--- config.mk ---
export PLATFORM = sky130hd
export DESIGN_NAME = sliding_window_anagram_search_flat
export DESIGN_NICKNAME = d
export VERILOG_FILES = /design/src/rtl/swa_pkg.sv /design/src/rtl/swa_in_if.sv /design/src/rtl/swa_out_if.sv /design/src/rtl/sliding_window_anagram_search.sv /design/src/rtl/swa_ram.sv /design/src/rtl/swa_front.sv /design/src/rtl/swa_fifo.sv /design/src/rtl/swa_back.sv /design/src/flat_wrapper.sv
export SDC_FILE = /design/constraint.sdc
export NUM_CORES = 1
export LEC_CHECK = 0
export ABC_AREA = 1
export BUFFER_PORTS_ARGS = -buffer_cell sky130_fd_sc_hd__buf_2
export CORE_ASPECT_RATIO = 1.1
export CORE_MARGIN = 4
export CORE_UTILIZATION = 35
export CTS_BUF_LIST = sky130_fd_sc_hd__clkbuf_8 sky130_fd_sc_hd__clkbuf_16
export CTS_CLUSTER_SIZE = 20
export DETAILED_ROUTE_END_ITERATION = 7
export GPL_TIMING_DRIVEN = 0
export PLACE_DENSITY = 0.59
export REMOVE_ABC_BUFFERS = 1
export SETUP_SLACK_MARGIN = 0.2
export SYNTH_ARGS = -nofsm -noshare
export SYNTH_HDL_FRONTEND = slang
export SYNTH_HIERARCHICAL = 1
export SYNTH_SLANG_ARGS = --single-unit
--- constraint.sdc ---
create_clock -name clk -period 10.6 [get_ports clk]
set_input_delay 2.12 -clock clk [delete_from_list [all_inputs] [get_ports clk]]
set_output_delay 2.12 -clock clk [all_outputs]
set_load 0.02 [all_outputs]
--- src/rtl/swa_pkg.sv ---
`timescale 1ns / 1ps

package swa_pkg;

    // Sizing of the pattern store and the alphabet.
    localparam int MAX_PAT    = 64;
    localparam int ALPHABET   = 26;

    // Fixed field widths of a beat.
    localparam int OP_W       = 2;
    localparam int LETTER_W   = 5;

    // Ring index, and a count that can hold MAX_PAT itself.
    localparam int PTR_W      = (MAX_PAT > 1) ? $clog2(MAX_PAT) : 1;
    localparam int CNT_W      = $clog2(MAX_PAT + 1);
    // Need counts range from -MAX_PAT to +MAX_PAT.
    localparam int NEED_W     = CNT_W + 1;

    // Queue between the front and the back.
    localparam int FIFO_DEPTH = 4;
    localparam int FIFO_AW    = $clog2(FIFO_DEPTH);
    localparam int FIFO_CW    = $clog2(FIFO_DEPTH + 1);

    // Operation codes of an input beat.
    localparam logic [OP_W-1:0] OP_PATTERN = 2'd0;
    localparam logic [OP_W-1:0] OP_TEXT    = 2'd1;
    localparam logic [OP_W-1:0] OP_RESTART = 2'd2;

    // What the back end has to do with one item.
    typedef enum logic [2:0] {
        CMD_NOP,
        CMD_PAT_ADD,
        CMD_PAT_OVF,
        CMD_TEXT_EMPTY,
        CMD_TEXT,
        CMD_RESTART
    } cmd_kind_t;

    typedef struct packed {
        cmd_kind_t             kind;
        logic [LETTER_W-1:0]   letter;
        logic                  evict;
        logic [LETTER_W-1:0]   evict_letter;
    } cmd_t;

endpackage

--- src/rtl/swa_in_if.sv ---
`timescale 1ns / 1ps

interface swa_in_if;
    import swa_pkg::*;

    logic                valid;
    logic                ready;
    logic [OP_W-1:0]     op;
    logic [LETTER_W-1:0] letter;

    modport source (output valid, output op, output letter, input ready);
    modport sink   (input valid, input op, input letter, output ready);
endinterface

--- src/rtl/swa_out_if.sv ---
`timescale 1ns / 1ps

interface swa_out_if;
    logic valid;
    logic ready;
    logic window_match;
    logic found;
    logic pattern_overflow;

    modport source (output valid, output window_match, output found,
                    output pattern_overflow, input ready);
    modport sink   (input valid, input window_match, input found,
                    input pattern_overflow, output ready);
endinterface

--- src/rtl/sliding_window_anagram_search.sv ---
// Result path: an accepted beat passes the front stage register, the queue and the
// back-end output register before its result beat is offered.
// Throughput: one item per cycle unless a stalled result port fills the queue; the ring
// read and counter update are pipelined, so a text letter can follow in the next cycle.
// Reset: rst_n is asynchronous and active low; it clears pattern length, window
// fill, ring pointer, need counts, the unmatched total and both sticky flags.
// The ring contents are not cleared; the window fill keeps stale entries unread.
`timescale 1ns / 1ps

module sliding_window_anagram_search (
    input  logic       clk,
    input  logic       rst_n,
    swa_in_if.sink     item,
    swa_out_if.source  result
);
    import swa_pkg::*;

    // The front end owns the pattern length, the window fill and the ring.
    // It classifies each beat into a command and, for a text letter that
    // pushes the oldest letter out of the window, reads that letter from the
    // ring in the same cycle as it writes the new one.
    logic  push_valid;
    logic  push_ready;
    cmd_t  push_cmd;

    // A short queue sits between the two halves so that a stalled result
    // port does not immediately stop input beats.
    logic  pop_valid;
    logic  pop_ready;
    cmd_t  pop_cmd;

    swa_front u_front (
        .clk        (clk),
        .rst_n      (rst_n),
        .item       (item),
        .push_valid (push_valid),
        .push_ready (push_ready),
        .push_cmd   (push_cmd)
    );

    swa_fifo u_fifo (
        .clk        (clk),
        .rst_n      (rst_n),
        .push_valid (push_valid),
        .push_ready (push_ready),
        .push_cmd   (push_cmd),
        .pop_valid  (pop_valid),
        .pop_ready  (pop_ready),
        .pop_cmd    (pop_cmd)
    );

    // The back end keeps one need counter per letter and the count of letters
    // still unmatched. Every counter updates itself in parallel, so an
    // eviction and an insertion both land in the same cycle. Its output
    // register holds a finished result while the next command is processed.
    swa_back u_back (
        .clk       (clk),
        .rst_n     (rst_n),
        .pop_valid (pop_valid),
        .pop_ready (pop_ready),
        .pop_cmd   (pop_cmd),
        .result    (result)
    );

endmodule

--- src/rtl/swa_ram.sv ---
`timescale 1ns / 1ps

module swa_ram #(
    parameter int WIDTH = 8,
    parameter int DEPTH = 64
) (
    input  logic                                      clk,
    input  logic                                      wr_en,
    input  logic [((DEPTH > 1) ? $clog2(DEPTH) : 1)-1:0] wr_addr,
    input  logic [WIDTH-1:0]                          wr_data,
    input  logic                                      rd_en,
    input  logic [((DEPTH > 1) ? $clog2(DEPTH) : 1)-1:0] rd_addr,
    output logic [WIDTH-1:0]                          rd_data
);

    logic [WIDTH-1:0] mem_reg [DEPTH];
    logic [WIDTH-1:0] rd_data_reg;

    // Read-first: a read and a write to the same entry return the old data.
    always_ff @(posedge clk)
    begin
        if (wr_en)
        begin
            mem_reg[wr_addr] <= wr_data;
        end
        if (rd_en)
        begin
            rd_data_reg <= mem_reg[rd_addr];
        end
    end

    assign rd_data = rd_data_reg;

endmodule

--- src/rtl/swa_front.sv ---
`timescale 1ns / 1ps

module swa_front (
    input  logic           clk,
    input  logic           rst_n,
    swa_in_if.sink         item,
    output logic           push_valid,
    input  logic           push_ready,
    output swa_pkg::cmd_t  push_cmd
);
    import swa_pkg::*;

    logic [CNT_W-1:0]    plen_reg, plen_next;
    logic [CNT_W-1:0]    fill_reg, fill_next;
    logic [PTR_W-1:0]    ptr_reg, ptr_next;
    logic                s1_valid_reg, s1_valid_next;
    cmd_t                s1_cmd_reg;
    cmd_t                cmd_next;
    logic                accept;
    logic                ring_wr;
    logic                ring_rd;
    logic [PTR_W-1:0]    evict_pos;
    logic [CNT_W-1:0]    ptr_ext;
    logic                letter_ok;
    logic [LETTER_W-1:0] ring_rd_data;

    assign item.ready = !s1_valid_reg || push_ready;
    assign accept     = item.valid && item.ready;
    assign letter_ok  = int'(item.letter) < ALPHABET;
    assign ptr_ext    = CNT_W'(ptr_reg);

    // Oldest window slot, pointer minus fill modulo the ring size.
    always_comb
    begin
        if (ptr_ext >= fill_reg)
        begin
            evict_pos = PTR_W'(ptr_ext - fill_reg);
        end
        else
        begin
            evict_pos = PTR_W'(ptr_ext + CNT_W'(MAX_PAT) - fill_reg);
        end
    end

    always_comb
    begin
        plen_next          = plen_reg;
        fill_next          = fill_reg;
        ptr_next           = ptr_reg;
        ring_wr            = 1'b0;
        ring_rd            = 1'b0;
        cmd_next.kind      = CMD_NOP;
        cmd_next.letter    = item.letter;
        cmd_next.evict     = 1'b0;
        cmd_next.evict_letter = '0;
        if (accept)
        begin
            unique case (item.op)
                OP_PATTERN:
                begin
                    if (plen_reg >= CNT_W'(MAX_PAT))
                    begin
                        cmd_next.kind = CMD_PAT_OVF;
                    end
                    else if (letter_ok)
                    begin
                        cmd_next.kind = CMD_PAT_ADD;
                        plen_next     = plen_reg + 1'b1;
                    end
                end
                OP_TEXT:
                begin
                    if (plen_reg == '0)
                    begin
                        cmd_next.kind = CMD_TEXT_EMPTY;
                    end
                    else
                    begin
                        cmd_next.kind  = CMD_TEXT;
                        ring_wr        = 1'b1;
                        cmd_next.evict = fill_reg >= plen_reg;
                        ring_rd        = fill_reg >= plen_reg;
                        if (fill_reg < plen_reg)
                        begin
                            fill_next = fill_reg + 1'b1;
                        end
                        if (ptr_reg == PTR_W'(MAX_PAT - 1))
                        begin
                            ptr_next = '0;
                        end
                        else
                        begin
                            ptr_next = ptr_reg + 1'b1;
                        end
                    end
                end
                OP_RESTART:
                begin
                    cmd_next.kind = CMD_RESTART;
                    plen_next     = '0;
                    fill_next     = '0;
                    ptr_next      = '0;
                end
                default:
                begin
                    cmd_next.kind = CMD_NOP;
                end
            endcase
        end
    end

    always_comb
    begin
        s1_valid_next = s1_valid_reg;
        if (accept)
        begin
            s1_valid_next = 1'b1;
        end
        else if (push_ready)
        begin
            s1_valid_next = 1'b0;
        end
    end

    always_ff @(posedge clk or negedge rst_n)
    begin
        if (!rst_n)
        begin
            plen_reg     <= '0;
            fill_reg     <= '0;
            ptr_reg      <= '0;
            s1_valid_reg <= 1'b0;
        end
        else
        begin
            plen_reg     <= plen_next;
            fill_reg     <= fill_next;
            ptr_reg      <= ptr_next;
            s1_valid_reg <= s1_valid_next;
        end
    end

    always_ff @(posedge clk)
    begin
        if (accept)
        begin
            s1_cmd_reg <= cmd_next;
        end
    end

    swa_ram #(
        .WIDTH (LETTER_W),
        .DEPTH (MAX_PAT)
    ) u_ring (
        .clk     (clk),
        .wr_en   (ring_wr),
        .wr_addr (ptr_reg),
        .wr_data (item.letter),
        .rd_en   (ring_rd),
        .rd_addr (evict_pos),
        .rd_data (ring_rd_data)
    );

    // The evicted letter arrives from the ring's read register, beside its command in the stage register.
    always_comb
    begin
        push_cmd = s1_cmd_reg;
        if (s1_cmd_reg.evict)
        begin
            push_cmd.evict_letter = ring_rd_data;
        end
    end
    assign push_valid = s1_valid_reg;

    a_fill_le_plen: assert property (@(posedge clk) disable iff (!rst_n)
        fill_reg <= plen_reg)
        else $error("window fill exceeds pattern length");

    a_hold_stage: assert property (@(posedge clk) disable iff (!rst_n)
        (s1_valid_reg && !push_ready) |=> (s1_valid_reg && $stable(s1_cmd_reg)))
        else $error("front stage lost an item while the queue was full");

endmodule

--- src/rtl/swa_fifo.sv ---
`timescale 1ns / 1ps

module swa_fifo (
    input  logic           clk,
    input  logic           rst_n,
    input  logic           push_valid,
    output logic           push_ready,
    input  swa_pkg::cmd_t  push_cmd,
    output logic           pop_valid,
    input  logic           pop_ready,
    output swa_pkg::cmd_t  pop_cmd
);
    import swa_pkg::*;

    cmd_t               slot_reg [FIFO_DEPTH];
    logic [FIFO_AW-1:0] wr_ptr_reg, wr_ptr_next;
    logic [FIFO_AW-1:0] rd_ptr_reg, rd_ptr_next;
    logic [FIFO_CW-1:0] count_reg, count_next;
    logic               do_push;
    logic               do_pop;

    assign push_ready = count_reg != FIFO_CW'(FIFO_DEPTH);
    assign pop_valid  = count_reg != '0;
    assign do_push    = push_valid && push_ready;
    assign do_pop     = pop_valid && pop_ready;
    assign pop_cmd    = slot_reg[rd_ptr_reg];

    always_comb
    begin
        wr_ptr_next = do_push ? wr_ptr_reg + 1'b1 : wr_ptr_reg;
        rd_ptr_next = do_pop ? rd_ptr_reg + 1'b1 : rd_ptr_reg;
        count_next  = count_reg;
        if (do_push && !do_pop)
        begin
            count_next = count_reg + 1'b1;
        end
        else if (do_pop && !do_push)
        begin
            count_next = count_reg - 1'b1;
        end
    end

    always_ff @(posedge clk or negedge rst_n)
    begin
        if (!rst_n)
        begin
            wr_ptr_reg <= '0;
            rd_ptr_reg <= '0;
            count_reg  <= '0;
        end
        else
        begin
            wr_ptr_reg <= wr_ptr_next;
            rd_ptr_reg <= rd_ptr_next;
            count_reg  <= count_next;
        end
    end

    always_ff @(posedge clk)
    begin
        if (do_push)
        begin
            slot_reg[wr_ptr_reg] <= push_cmd;
        end
    end

endmodule

--- src/rtl/swa_back.sv ---
`timescale 1ns / 1ps

module swa_back (
    input  logic           clk,
    input  logic           rst_n,
    input  logic           pop_valid,
    output logic           pop_ready,
    input  swa_pkg::cmd_t  pop_cmd,
    swa_out_if.source      result
);
    import swa_pkg::*;

    logic signed [NEED_W-1:0] need_reg [ALPHABET];
    logic [CNT_W-1:0]         unmatched_reg, unmatched_next;
    logic                     found_flag_reg, found_flag_next;
    logic                     ovf_flag_reg, ovf_flag_next;
    logic                     res_valid_reg, res_valid_next;
    logic                     res_match_reg, res_found_reg, res_ovf_reg;
    logic                     match;
    logic                     pop;
    logic                     clear;
    logic [ALPHABET-1:0]      inc, dec, up, down;

    assign pop_ready = !res_valid_reg || result.ready;
    assign pop       = pop_valid && pop_ready;
    assign clear     = pop && (pop_cmd.kind == CMD_RESTART);

    // Each letter counter decides on its own whether it moves and whether its
    // sign change touches the unmatched total.
    always_comb
    begin
        for (int i = 0; i < ALPHABET; i++)
        begin
            inc[i] = pop && (((pop_cmd.kind == CMD_PAT_ADD) && (int'(pop_cmd.letter) == i))
                     || ((pop_cmd.kind == CMD_TEXT) && pop_cmd.evict
                         && (int'(pop_cmd.evict_letter) == i)));
            dec[i] = pop && (pop_cmd.kind == CMD_TEXT) && (int'(pop_cmd.letter) == i);
            up[i]   = inc[i] && !dec[i] && !need_reg[i][NEED_W-1];
            down[i] = dec[i] && !inc[i] && !need_reg[i][NEED_W-1] && (need_reg[i] != '0);
        end
    end

    always_comb
    begin
        unmatched_next  = unmatched_reg + CNT_W'(|up) - CNT_W'(|down);
        match           = 1'b0;
        found_flag_next = found_flag_reg;
        ovf_flag_next   = ovf_flag_reg;
        unique case (pop_cmd.kind)
            CMD_TEXT_EMPTY:
            begin
                match = 1'b1;
            end
            CMD_TEXT:
            begin
                match = unmatched_next == '0;
            end
            CMD_PAT_OVF:
            begin
                ovf_flag_next = 1'b1;
            end
            CMD_RESTART:
            begin
                unmatched_next = '0;
                ovf_flag_next  = 1'b0;
            end
            default:
            begin
                match = 1'b0;
            end
        endcase
        if (pop_cmd.kind == CMD_RESTART)
        begin
            found_flag_next = 1'b0;
        end
        else
        begin
            found_flag_next = found_flag_reg || match;
        end
    end

    always_comb
    begin
        res_valid_next = res_valid_reg;
        if (pop)
        begin
            res_valid_next = 1'b1;
        end
        else if (result.ready)
        begin
            res_valid_next = 1'b0;
        end
    end

    always_ff @(posedge clk or negedge rst_n)
    begin
        if (!rst_n)
        begin
            for (int i = 0; i < ALPHABET; i++)
            begin
                need_reg[i] <= '0;
            end
            unmatched_reg  <= '0;
            found_flag_reg <= 1'b0;
            ovf_flag_reg   <= 1'b0;
            res_valid_reg  <= 1'b0;
        end
        else
        begin
            res_valid_reg <= res_valid_next;
            if (pop)
            begin
                unmatched_reg  <= unmatched_next;
                found_flag_reg <= found_flag_next;
                ovf_flag_reg   <= ovf_flag_next;
            end
            for (int i = 0; i < ALPHABET; i++)
            begin
                if (clear)
                begin
                    need_reg[i] <= '0;
                end
                else if (inc[i] && !dec[i])
                begin
                    need_reg[i] <= need_reg[i] + 1'b1;
                end
                else if (dec[i] && !inc[i])
                begin
                    need_reg[i] <= need_reg[i] - 1'b1;
                end
            end
        end
    end

    always_ff @(posedge clk)
    begin
        if (pop)
        begin
            res_match_reg <= match && !clear;
            res_found_reg <= found_flag_next;
            res_ovf_reg   <= ovf_flag_next;
        end
    end

    assign result.valid            = res_valid_reg;
    assign result.window_match     = res_match_reg;
    assign result.found            = res_found_reg;
    assign result.pattern_overflow = res_ovf_reg;

    a_match_sets_found: assert property (@(posedge clk) disable iff (!rst_n)
        (res_valid_reg && res_match_reg) |-> res_found_reg)
        else $error("a matching window did not report found");

    a_found_from_text: assert property (@(posedge clk) disable iff (!rst_n)
        $rose(found_flag_reg) |->
            $past(pop && ((pop_cmd.kind == CMD_TEXT) || (pop_cmd.kind == CMD_TEXT_EMPTY))))
        else $error("found flag set by an item that is not a text letter");

endmodule
--- src/flat_wrapper.sv ---
// flat-port wrapper written by rule: the top's interface ports become plain ports
module sliding_window_anagram_search_flat import swa_pkg::*;
  (clk, rst_n, item_valid, item_op, item_letter, item_ready, result_valid, result_window_match, result_found, result_pattern_overflow, result_ready);
  swa_in_if item_i ();
  swa_out_if result_i ();
  input  logic clk;
  input  logic rst_n;
  input wire logic [$bits(item_i.valid)-1:0] item_valid;
  input wire logic [$bits(item_i.op)-1:0] item_op;
  input wire logic [$bits(item_i.letter)-1:0] item_letter;
  output wire logic [$bits(item_i.ready)-1:0] item_ready;
  output wire logic [$bits(result_i.valid)-1:0] result_valid;
  output wire logic [$bits(result_i.window_match)-1:0] result_window_match;
  output wire logic [$bits(result_i.found)-1:0] result_found;
  output wire logic [$bits(result_i.pattern_overflow)-1:0] result_pattern_overflow;
  input wire logic [$bits(result_i.ready)-1:0] result_ready;
  assign item_i.valid = item_valid;
  assign item_i.op = item_op;
  assign item_i.letter = item_letter;
  assign item_ready = item_i.ready;
  assign result_valid = result_i.valid;
  assign result_window_match = result_i.window_match;
  assign result_found = result_i.found;
  assign result_pattern_overflow = result_i.pattern_overflow;
  assign result_i.ready = result_ready;
  sliding_window_anagram_search u_core (.clk(clk), .rst_n(rst_n), .item(item_i), .result(result_i));
endmodule
==> summary.txt, run 1 <==
Outcome
  – Status: completed

Floorplanning
  – Die height: 347 um
  – Top-Level Pins: 16
  – Initial standard-cell utilization of the core: 0.352
  – Total Die Area: 0.110 mm^2
  – Die W: 316 um
  – Number of core rows: 124
  – Core ar.: 0.104 mm^2

STA
  – Final setup vio count: 0
  – Final period util: 0.704
  – Setup TNS Final: 0 ns
  – Maximum clock rate: 134 MHz
  – Min Clock Period, post-route: 7.46 ns
  – Post-route clock skew: 0.0237 ns
  – Worst-Margin Slew: 1.29 ns
  – Final hold vios: 0
  – Unrepaired setup endpoints after global routing: false
  – Rel. slew slack: 0.140
  – Worst Hold Slack: 0.477 ns
  – Count of final max-slew check failures: 0

Route
  – Drc violations: 0
  – Wire per inst: 15.1 um
  – DRC violation total after the first TritonRoute iteration: 1584
  – Count of vias placed by the detailed router: 27684
  – First drt pass iteration count: 6
  – DRT antenna net count: 0
  – Detailed-route vias per instance: 4.92
  – Total wirelength of the detailed-routed design: 85100 um

Yosys
  – Mapped Avg Cell Area: 8.76 um^2
  – Post-synth EDFFs: 393
  – Sequential area share after synthesis: 0.490
  – Yosys Warn Count: 6
  – Register bit count reported by yosys: 639
  – Most area-consuming cells after synthesis: edfxtp_1 (32%), dfrtp_1 (17%), nand2_1 (11%)
  – Number of instances in the synthesized netlist: 4183
  – Number of library cell types mapped by synthesis: 53
  – Library cell with the largest summed area after synthesis: edfxtp_1
  – Yosys top cell area share: 0.322
  – Post-Syn Area: 0.0366 mm^2
  – Most common flop cell mapped by yosys: edfxtp_1
  – Async set or reset register ratio after synthesis: 0.385

Clock tree
  – Number of buffers added to fix hold violations after cts: 0
  – CTS root buffer: clkbuf_16
  – Clock slew seen by the registers of the worst setup and hold paths: 0.06 ns
  – H-tree levels: 3
  – Total setup buffers inserted after CTS: 0
  – Later-pin clock latency in the skew report: 0.64 ns
  – Count of cells resized by post-cts repair: 0
  – Clock tree buffer depth: 3
  – Num CTS Buffers: 75
  – Clock tree from TritonCTS: done
  – Sink Count: 639

Setup path
  – Setup crit start kind: primary input
  – Setup CP Type: in2reg
  – Largest driver fanout on the critical path: 25
  – Endpoint kind of the worst setup timing path: flop
  – Worst path arrival time: 7.86 ns
  – CP Data Required Time: 11.00 ns

Power
  – IR drop worst, VDD: 267 uV
  – Static leakage: 0.0180 uW
  – Total power per unit cell area: 332 mW/mm^2

Finish
  – Share of final-layout standard cells stronger than drive strength 1: 0.0689
  – Flip-flop count of the largest register after layout: 320
  – Final Util: 0.389
  – Antenna diode count: 0
  – Area occupied by registers: 0.0180 mm^2
  – Number of nets in the final layout: 4433
  – Fillers: 10449
  – Synthesis-to-finish area growth: 10.4%
  – Multi-input combinational cell area: 0.0163 mm^2

GRT
  – Largest net degree at the start of global routing: 161
  – Congestion Overflow GR: 0
  – Antenna violations before repair: 0
  – Wire length of the first global-routing pass: 139000 um
  – Global Route Usage Sum: 0.155
  – Vias in the first global route: 27155

Job
  – Total of max-cap violations: 0

Placement
  – DP Wirelength: 56200 um
  – Placer's final routability congestion estimate: 0.858
  – Port Buffer Count: 15

Hold path
  – Class of the tightest hold or removal check: reg2reg
-- report_power, final --
part	internal (uW)	switching [uW]	total, uW
Combinational	2600	4890	7500
Clock	1420	1060	2480
Sequential	3110	321	3430
-- cell usage after synthesis, types with 4 or more instances --
| cell type | n |
|---|---|
| nand2_4 | 4 |
| nor4_1 | 7 |
| nand4_1 | 58 |
| nand2_2 | 27 |
| dfrtp_1 | 246 |
| buf_6 | 17 |
| o211ai_1 | 24 |
| nand3_1 | 547 |
| a31oi_1 | 23 |
| inv_1 | 436 |
| nor3_1 | 25 |
| nor2_1 | 339 |
| edfxtp_1 | 393 |
| fa_1 | 29 |
| buf_4 | 18 |
| buf_1 | 4 |
| inv_2 | 33 |
| clkbuf_1 | 23 |
| or2_1 | 4 |
| nand3b_1 | 11 |
| nor2_4 | 17 |
| o21ai_2 | 11 |
| ha_1 | 212 |
| o21ai_0 | 159 |
| nand3_2 | 7 |
| xnor2_1 | 56 |
| nor2_2 | 9 |
| nand2_1 | 1082 |
| o211ai_2 | 11 |
| xor2_1 | 64 |
| o21ai_1 | 51 |
| buf_2 | 42 |
| a21oi_2 | 4 |
| a21o_1 | 6 |
| a21oi_1 | 113 |
| o22ai_1 | 33 |
| or2_2 | 20 |
-- final timing paths --
| kind | start | endpoint | slack, ns | cells past startpoint |
|---|---|---|---|---|
| hold / removal | u_core/u_back/need_reg[55]$_DFFE_PN0P_ | u_core/u_back/need_reg[55]$_DFFE_PN0P_ | 0.48 | 2 |
| hold reg to reg | u_core/u_back/need_reg[55]$_DFFE_PN0P_ | u_core/u_back/need_reg[55]$_DFFE_PN0P_ | 0.48 | 2 |
| setup reg to reg | u_core/u_fifo/rd_ptr_reg[0]$_DFFE_PN0P_ | u_core/u_back/result.found$_DFFE_PP_ | 3.78 | 29 |
| min in group asynchronous | rst_n | u_core/u_back/need_reg[29]$_DFFE_PN0P_ | 1.44 | 1 |
| setup / recovery | result_ready | u_core/u_back/result.found$_DFFE_PP_ | 3.14 | 25 |
| max in group asynchronous | rst_n | u_core/u_back/need_reg[141]$_DFFE_PN0P_ | 7.86 | 3 |
-- placed cells by master (no fill, tap or decap), types with 12 or more instances in the layout --
master | netlist | routed
nand3_1 | 547 | 547
clkbuf_16 | 0 | 75
inv_1 | 436 | 450
o21ai_0 | 159 | 159
xnor2_1 | 56 | 54
nor2_1 | 339 | 336
fa_1 | 29 | 29
nor2_4 | 17 | 17
a21oi_1 | 113 | 112
inv_2 | 33 | 33
clkinv_2 | 0 | 15
nand2_2 | 27 | 26
a31oi_1 | 23 | 23
o211ai_1 | 24 | 24
nor2_2 | 9 | 12
ha_1 | 212 | 212
or2_2 | 20 | 20
nor3_1 | 25 | 25
xor2_1 | 64 | 64
nand4_1 | 58 | 58
nand2_1 | 1082 | 1082
o21ai_1 | 51 | 51
edfxtp_1 | 393 | 393
dfrtp_1 | 246 | 246
buf_2 | 42 | 13
o22ai_1 | 33 | 33
-- critical path: stages --
cell and delay, ns:
buf_2 0.08, inv_1 0.05, a21oi_2 0.63, nand2_2 0.54, nor2_1 0.32, nor2_1 0.07, nand2_1 0.36, inv_1 0.15
ha_1 0.24, nor4_1 0.66, nand4_1 0.38, nor4_1 0.40, ha_1 0.31, inv_1 0.06, ha_1 0.17, inv_1 0.06
fa_1 0.40, nand3b_1 0.18, nand2_1 0.11, xor2_1 0.19, nor2_1 0.07, nand3_1 0.09, nand3_1 0.09, nand2_1 0.07
inv_1 0.04
-- routing by layer --
| metal | wire length [um] | GRT usage | up-vias |
|---|---|---|---|
| met2 | 41500 | 0.268 | 444 |
| met4 | 2670 | 0.0534 | 0 |
| met1 | 37700 | 0.197 | 13057 |
| met5 | 0 | 0 | - |
| met3 | 3260 | 0.0244 | 154 |
| li1 | - | - | 14029 |
-- cell families after synthesis --
logic type / share of synthesized area
buf+inv: 0.0665
xor+xnor: 0.0287
fa+ha+maj: 0.0883
simple gates: 0.258
compound gates: 0.0686
flops: 0.490
-- stage by stage --
step,setup slack [ns],cell area (um^2),instances,power [uW]
6_report,3.14,40400,5624,13400
5_1_grt,2.70,40400,5624,14600
4_1_cts,3.20,40400,5622,13500
3_5_place_dp,2.52,38000,5488,10900
3_3_place_gp,0.983,37800,5479,10800
2_1_floorplan,3.76,36000,4078,8810
-- layout make-up --
type,count,area share
Clock inverter,52,0.00974
Tap cell,1386,0.0429
Multi-Input combinational cell,2966,0.402
Clock buffer,82,0.0488
Sequential cell,639,0.444
Timing Repair Buffer,26,0.00814
Inverter,473,0.0443
Power figures use the tool's default switching activity.
==> run 2, diff against run 1 <==
--- a/config.mk
+++ b/config.mk
@@ -5,7 +5,7 @@
 export SDC_FILE = /design/constraint.sdc
 export NUM_CORES = 1
 export LEC_CHECK = 0
-export ABC_AREA = 1
+export ABC_AREA = 0
 export BUFFER_PORTS_ARGS = -buffer_cell sky130_fd_sc_hd__buf_2
 export CORE_ASPECT_RATIO = 1.1
 export CORE_MARGIN = 4
==> constraint.sdc (replaced) <==
create_clock -name clk -period 6.9 [get_ports clk]
set_input_delay 1.38 -clock clk [delete_from_list [all_inputs] [get_ports clk]]
set_output_delay 1.38 -clock clk [all_outputs]
set_load 0.02 [all_outputs]
==> run 2 against run 1 <==
Against the previous run: critical path type is now reg2reg; clock power increased by 50%; sequential power increased by 52%; die area decreased by 3.7%; setup slack got worse by 2.5 ns; flip-flop and latch count unchanged; combinational power increased by 17%; final cell count decreased by 23%; largest cell class unchanged; hold slack improved by 0.027 ns; utilization increased by 0.30 points; register-to-register slack got worse by 3.1 ns.
==> summary.txt, run 2 <==
Yosys
  – Async set or reset register ratio after synthesis: 0.385 (unchanged)
  – Library cell with the largest summed area after synthesis: edfxtp_1 (unchanged)
  – Mapped Avg Cell Area: 11.8 um^2 (was 8.76 um^2)
  – Yosys Warn Count: 6 (unchanged)
  – Register bit count reported by yosys: 639 (unchanged)
  – Most area-consuming cells after synthesis: edfxtp_1 (33%), dfrtp_1 (17%), ha_1 (7.5%) (was edfxtp_1 (32%), dfrtp_1 (17%), nand2_1 (11%))
  – Top cells by instance count after synthesis: edfxtp_1 (393), dfrtp_1 (246), nor2_1 (228) (was nand2_1 (1082), nand3_1 (547), inv_1 (436))
  – Post-synth EDFFs: 393 (unchanged)
  – Sequential area share after synthesis: 0.509 (was 0.490)
  – Number of instances in the synthesized netlist: 2979 (was 4183)
  – Most common flop cell mapped by yosys: edfxtp_1 (unchanged)
  – Yosys top cell area share: 0.335 (was 0.322)
  – Number of library cell types mapped by synthesis: 107 (was 53)
  – Leading cell type by number of instances after synthesis: edfxtp_1 (was nand2_1)
  – Post-Syn Area: 0.0353 mm^2 (was 0.0366 mm^2)

Setup path
  – Setup CP Type: reg2reg (was in2reg)
  – Peak per-stage delay on the critical path: 0.72 ns (was 0.66 ns)
  – CP Data Required Time: 7.39 ns (was 11.00 ns)
  – Largest driver fanout on the critical path: 11 (was 25)
  – End of the worst register-to-register path: u_core/u_back/result.found$_DFFE_PP_ (unchanged)
  – Reg2Reg Launch Point: u_core/u_fifo/rd_ptr_reg[0]$_DFFE_PN0P_ (unchanged)
  – Category of cells accounting for the largest share of critical-path delay: compound AO/OA/AOI/OAI gates (was simple AND/OR/NAND/NOR gates)
  – Reg2Reg Depth: 24 (was 29)
  – Endpoint kind of the worst setup timing path: flop (unchanged)
  – Worst path arrival time: 6.72 ns (was 7.86 ns)
  – Setup slack of the worst register-to-register path: 0.67 ns (was 3.78 ns)
  – Slowest library cell on the worst path: or4b_1 (was nor4_1)
  – Crit path cell chain: mux4_2 > or4b_1 > nor2_1 > a32o_1 > and2_1 > inv_1 > ha_1 > nand2b_1 > a21oi_1 > a31oi_1 > o311ai_0 > a211oi_1 > nand4_1 > ha_1 > inv_1 > ha_1 > inv_1 > fa_1 > nor2b_1 > o31a_1 > o32ai_1 > a311oi_1 > a31o_2 > o21a_1
  – Setup crit start kind: flop (was primary input)
  – Bufs and invs on worst path: 3 (was 6)

STA
  – Final setup vio count: 0 (unchanged)
  – Final hold vios: 0 (unchanged)
  – Unrepaired setup endpoints after global routing: false (unchanged)
  – Rel. slew slack: 0.148 (was 0.140)
  – Final period util: 0.903
  – Post-route clock skew: 0.0265 ns (was 0.0237 ns)
  – Maximum clock rate: 161 MHz
  – Worst-Margin Slew: 1.28 ns (was 1.29 ns)
  – Count of final max-slew check failures: 0 (unchanged)
  – Min Clock Period, post-route: 6.23 ns
  – Setup TNS Final: 0 ns (unchanged)

Route
  – First drt pass iteration count: 6 (unchanged)
  – DRC violation total after the first TritonRoute iteration: 1466 (was 1584)
  – Wire per inst: 18.1 um (was 15.1 um)
  – Drc violations: 0 (unchanged)
  – DRT antenna net count: 0 (unchanged)
  – Total wirelength of the detailed-routed design: 78300 um (was 85100 um)
  – Detailed-route vias per instance: 5.33 (was 4.92)
  – Count of vias placed by the detailed router: 23027 (was 27684)

Floorplanning
  – Total Die Area: 0.106 mm^2 (was 0.110 mm^2)
  – Die W: 311 um (was 316 um)
  – Initial standard-cell utilization of the core: 0.354 (was 0.352)
  – Die height: 341 um (was 347 um)
  – Top-Level Pins: 16 (unchanged)
  – Number of core rows: 121 (was 124)
  – Core ar.: 0.0995 mm^2 (was 0.104 mm^2)

Finish
  – Flip-flop count of the largest register after layout: 320 (unchanged)
  – Number of nets in the final layout: 3229 (was 4433)
  – Synthesis-to-finish area growth: 10.6% (was 10.4%)
  – Final Util: 0.392 (was 0.389)
  – Most frequent standard cell in the layout excluding fill and tap cells: edfxtp_1 (was nand2_1)
  – Commonest cells after routing, fill and taps aside: edfxtp_1 (393), dfrtp_1 (244), nor2_1 (226) (was nand2_1 (1082), nand3_1 (547), inv_1 (450))
  – Share of final-layout standard cells stronger than drive strength 1: 0.114 (was 0.0689)

Clock tree
  – CTS root buffer: clkbuf_16 (unchanged)
  – Clock tree buffer depth: 3 (unchanged)
  – Later-pin clock latency in the skew report: 0.63 ns (was 0.64 ns)
  – H-tree levels: 3 (unchanged)
  – Clock slew seen by the registers of the worst setup and hold paths: 0.06 ns (about the same)
  – Clock tree from TritonCTS: done (unchanged)
  – Sink Count: 639 (unchanged)
  – Num CTS Buffers: 71 (was 75)
  – Number of buffers added to fix hold violations after cts: 0 (unchanged)

Outcome
  – Status: completed (unchanged)

GRT
  – Largest net degree at the start of global routing: 112 (was 161)
  – Global Route Usage Sum: 0.146 (was 0.155)
  – Congestion Overflow GR: 0 (unchanged)
  – Antenna violations before repair: 1 (was 0)
  – Vias in the first global route: 23159 (was 27155)
  – Wire length of the first global-routing pass: 127000 um (was 139000 um)

Job
  – Total of max-cap violations: 0 (unchanged)

Hold path
  – Class of the tightest hold or removal check: reg2reg (unchanged)
  – End point of the most critical hold path: u_core/u_back/found_flag_reg$_DFFE_PN0P_ (was u_core/u_back/need_reg[55]$_DFFE_PN0P_)
  – Cells on Worst Hold Path: 1 (was 2)
  – Worst Min Path Start: u_core/u_back/found_flag_reg$_DFFE_PN0P_ (was u_core/u_back/need_reg[55]$_DFFE_PN0P_)

Power
  – IR drop worst, VDD: 390 uV (was 267 uV)
  – Static leakage: 0.0146 uW (was 0.0180 uW)
  – Total power per unit cell area: 455 mW/mm^2 (was 332 mW/mm^2)

Placement
  – DP Wirelength: 52400 um (was 56200 um)
  – Port Buffer Count: 15 (unchanged)
  – Placer's final routability congestion estimate: 0.834 (was 0.858)
[run 2: cell count changes after synthesis, moves of 59 or more]
cell,previous run,this run
nand3_1,547,184
nor2b_1,1,78
inv_1,436,165
nor2_1,339,228
nand2_1,1082,135
nor3_1,25,84
mux4_2,0,73
[run 2: power breakdown]
group | internal, uW | total (uW) | switching (uW) | leakage [uW]
Sequential | 4700 | 5230 | 527 | 0.00687
Clock | 2150 | 3730 | 1580 | 0.00117
Combinational | 3840 | 8790 | 4950 | 0.00653
[run 2: worst max-delay path by stage]
stage,from,to,slack [ns],cells past startpoint
after global placement,result_ready,u_core/u_back/need_reg[192]$_DFFE_PN0P_,-2.49,6
after detailed placement,result_ready,u_core/u_back/result.found$_DFFE_PP_,-1.07,22
final,u_core/u_fifo/rd_ptr_reg[0]$_DFFE_PN0P_,u_core/u_back/result.found$_DFFE_PP_,0.67,24
after floorplan,result_ready,u_core/u_back/need_reg[198]$_DFFE_PN0P_,0.85,4
after global routing,u_core/u_fifo/rd_ptr_reg[0]$_DFFE_PN0P_,u_core/u_back/result.found$_DFFE_PP_,0.31,21
after CTS,result_ready,u_core/u_back/result.found$_DFFE_PP_,0.21,22
[run 2: kinds of logic after synthesis]
logic type / count (synthesis) / share of synthesized area
fa+ha+maj: 241 / 0.0917
flops: 639 / 0.509
xor+xnor: 147 / 0.0365
simple gates: 925 / 0.136
buf+inv: 284 / 0.0371
compound gates: 595 / 0.113
mux: 148 / 0.0762
[run 2: layout make-up]
cell class,instances,area [um^2]
tap,1291,1620
antenna,1,2.50
clock inverter,52,434
sequential,639,18000
timing repair buffer,42,430
multi-input combinational,2056,16100
inverter,166,634
clock buffer,76,1860
fill,9401,60500
timing repair inverter,1,5.00
[run 2: layer usage]
metal | global-route usage | part of all wire | vias to the layer above
met2 | 0.248 | 0.49 | 413
met3 | 0.0207 | 0.036 | 139
met4 | 0.0464 | 0.030 | 0
met5 | 0 | 0 | -
met1 | 0.194 | 0.45 | 11301
li1 | - | - | 11174
[run 2: through the flow]
| step | power [uW] | cell area [um^2] | worst slack, ns | hold WS [ns] | cells |
|---|---|---|---|---|---|
| after floorplan | 11800 | 34600 | 0.849 | 0.459 | 2861 |
| after global placement | 14000 | 36300 | -2.49 | 0.483 | 4167 |
| after detailed placement | 14000 | 36500 | -1.07 | 0.486 | 4177 |
| after CTS | 17900 | 38800 | 0.209 | 0.502 | 4306 |
| after global routing | 19100 | 39000 | 0.307 | 0.526 | 4324 |
| final | 17700 | 39000 | 0.672 | 0.503 | 4324 |
[run 2: what timing repair did]
item | CTS | global route
endpoints found under the setup margin | 6 | 4
buffers inserted | 0 | 17
pin swaps | 0 | 4
resized for setup | 10 | 13
cloned | 1 | 0
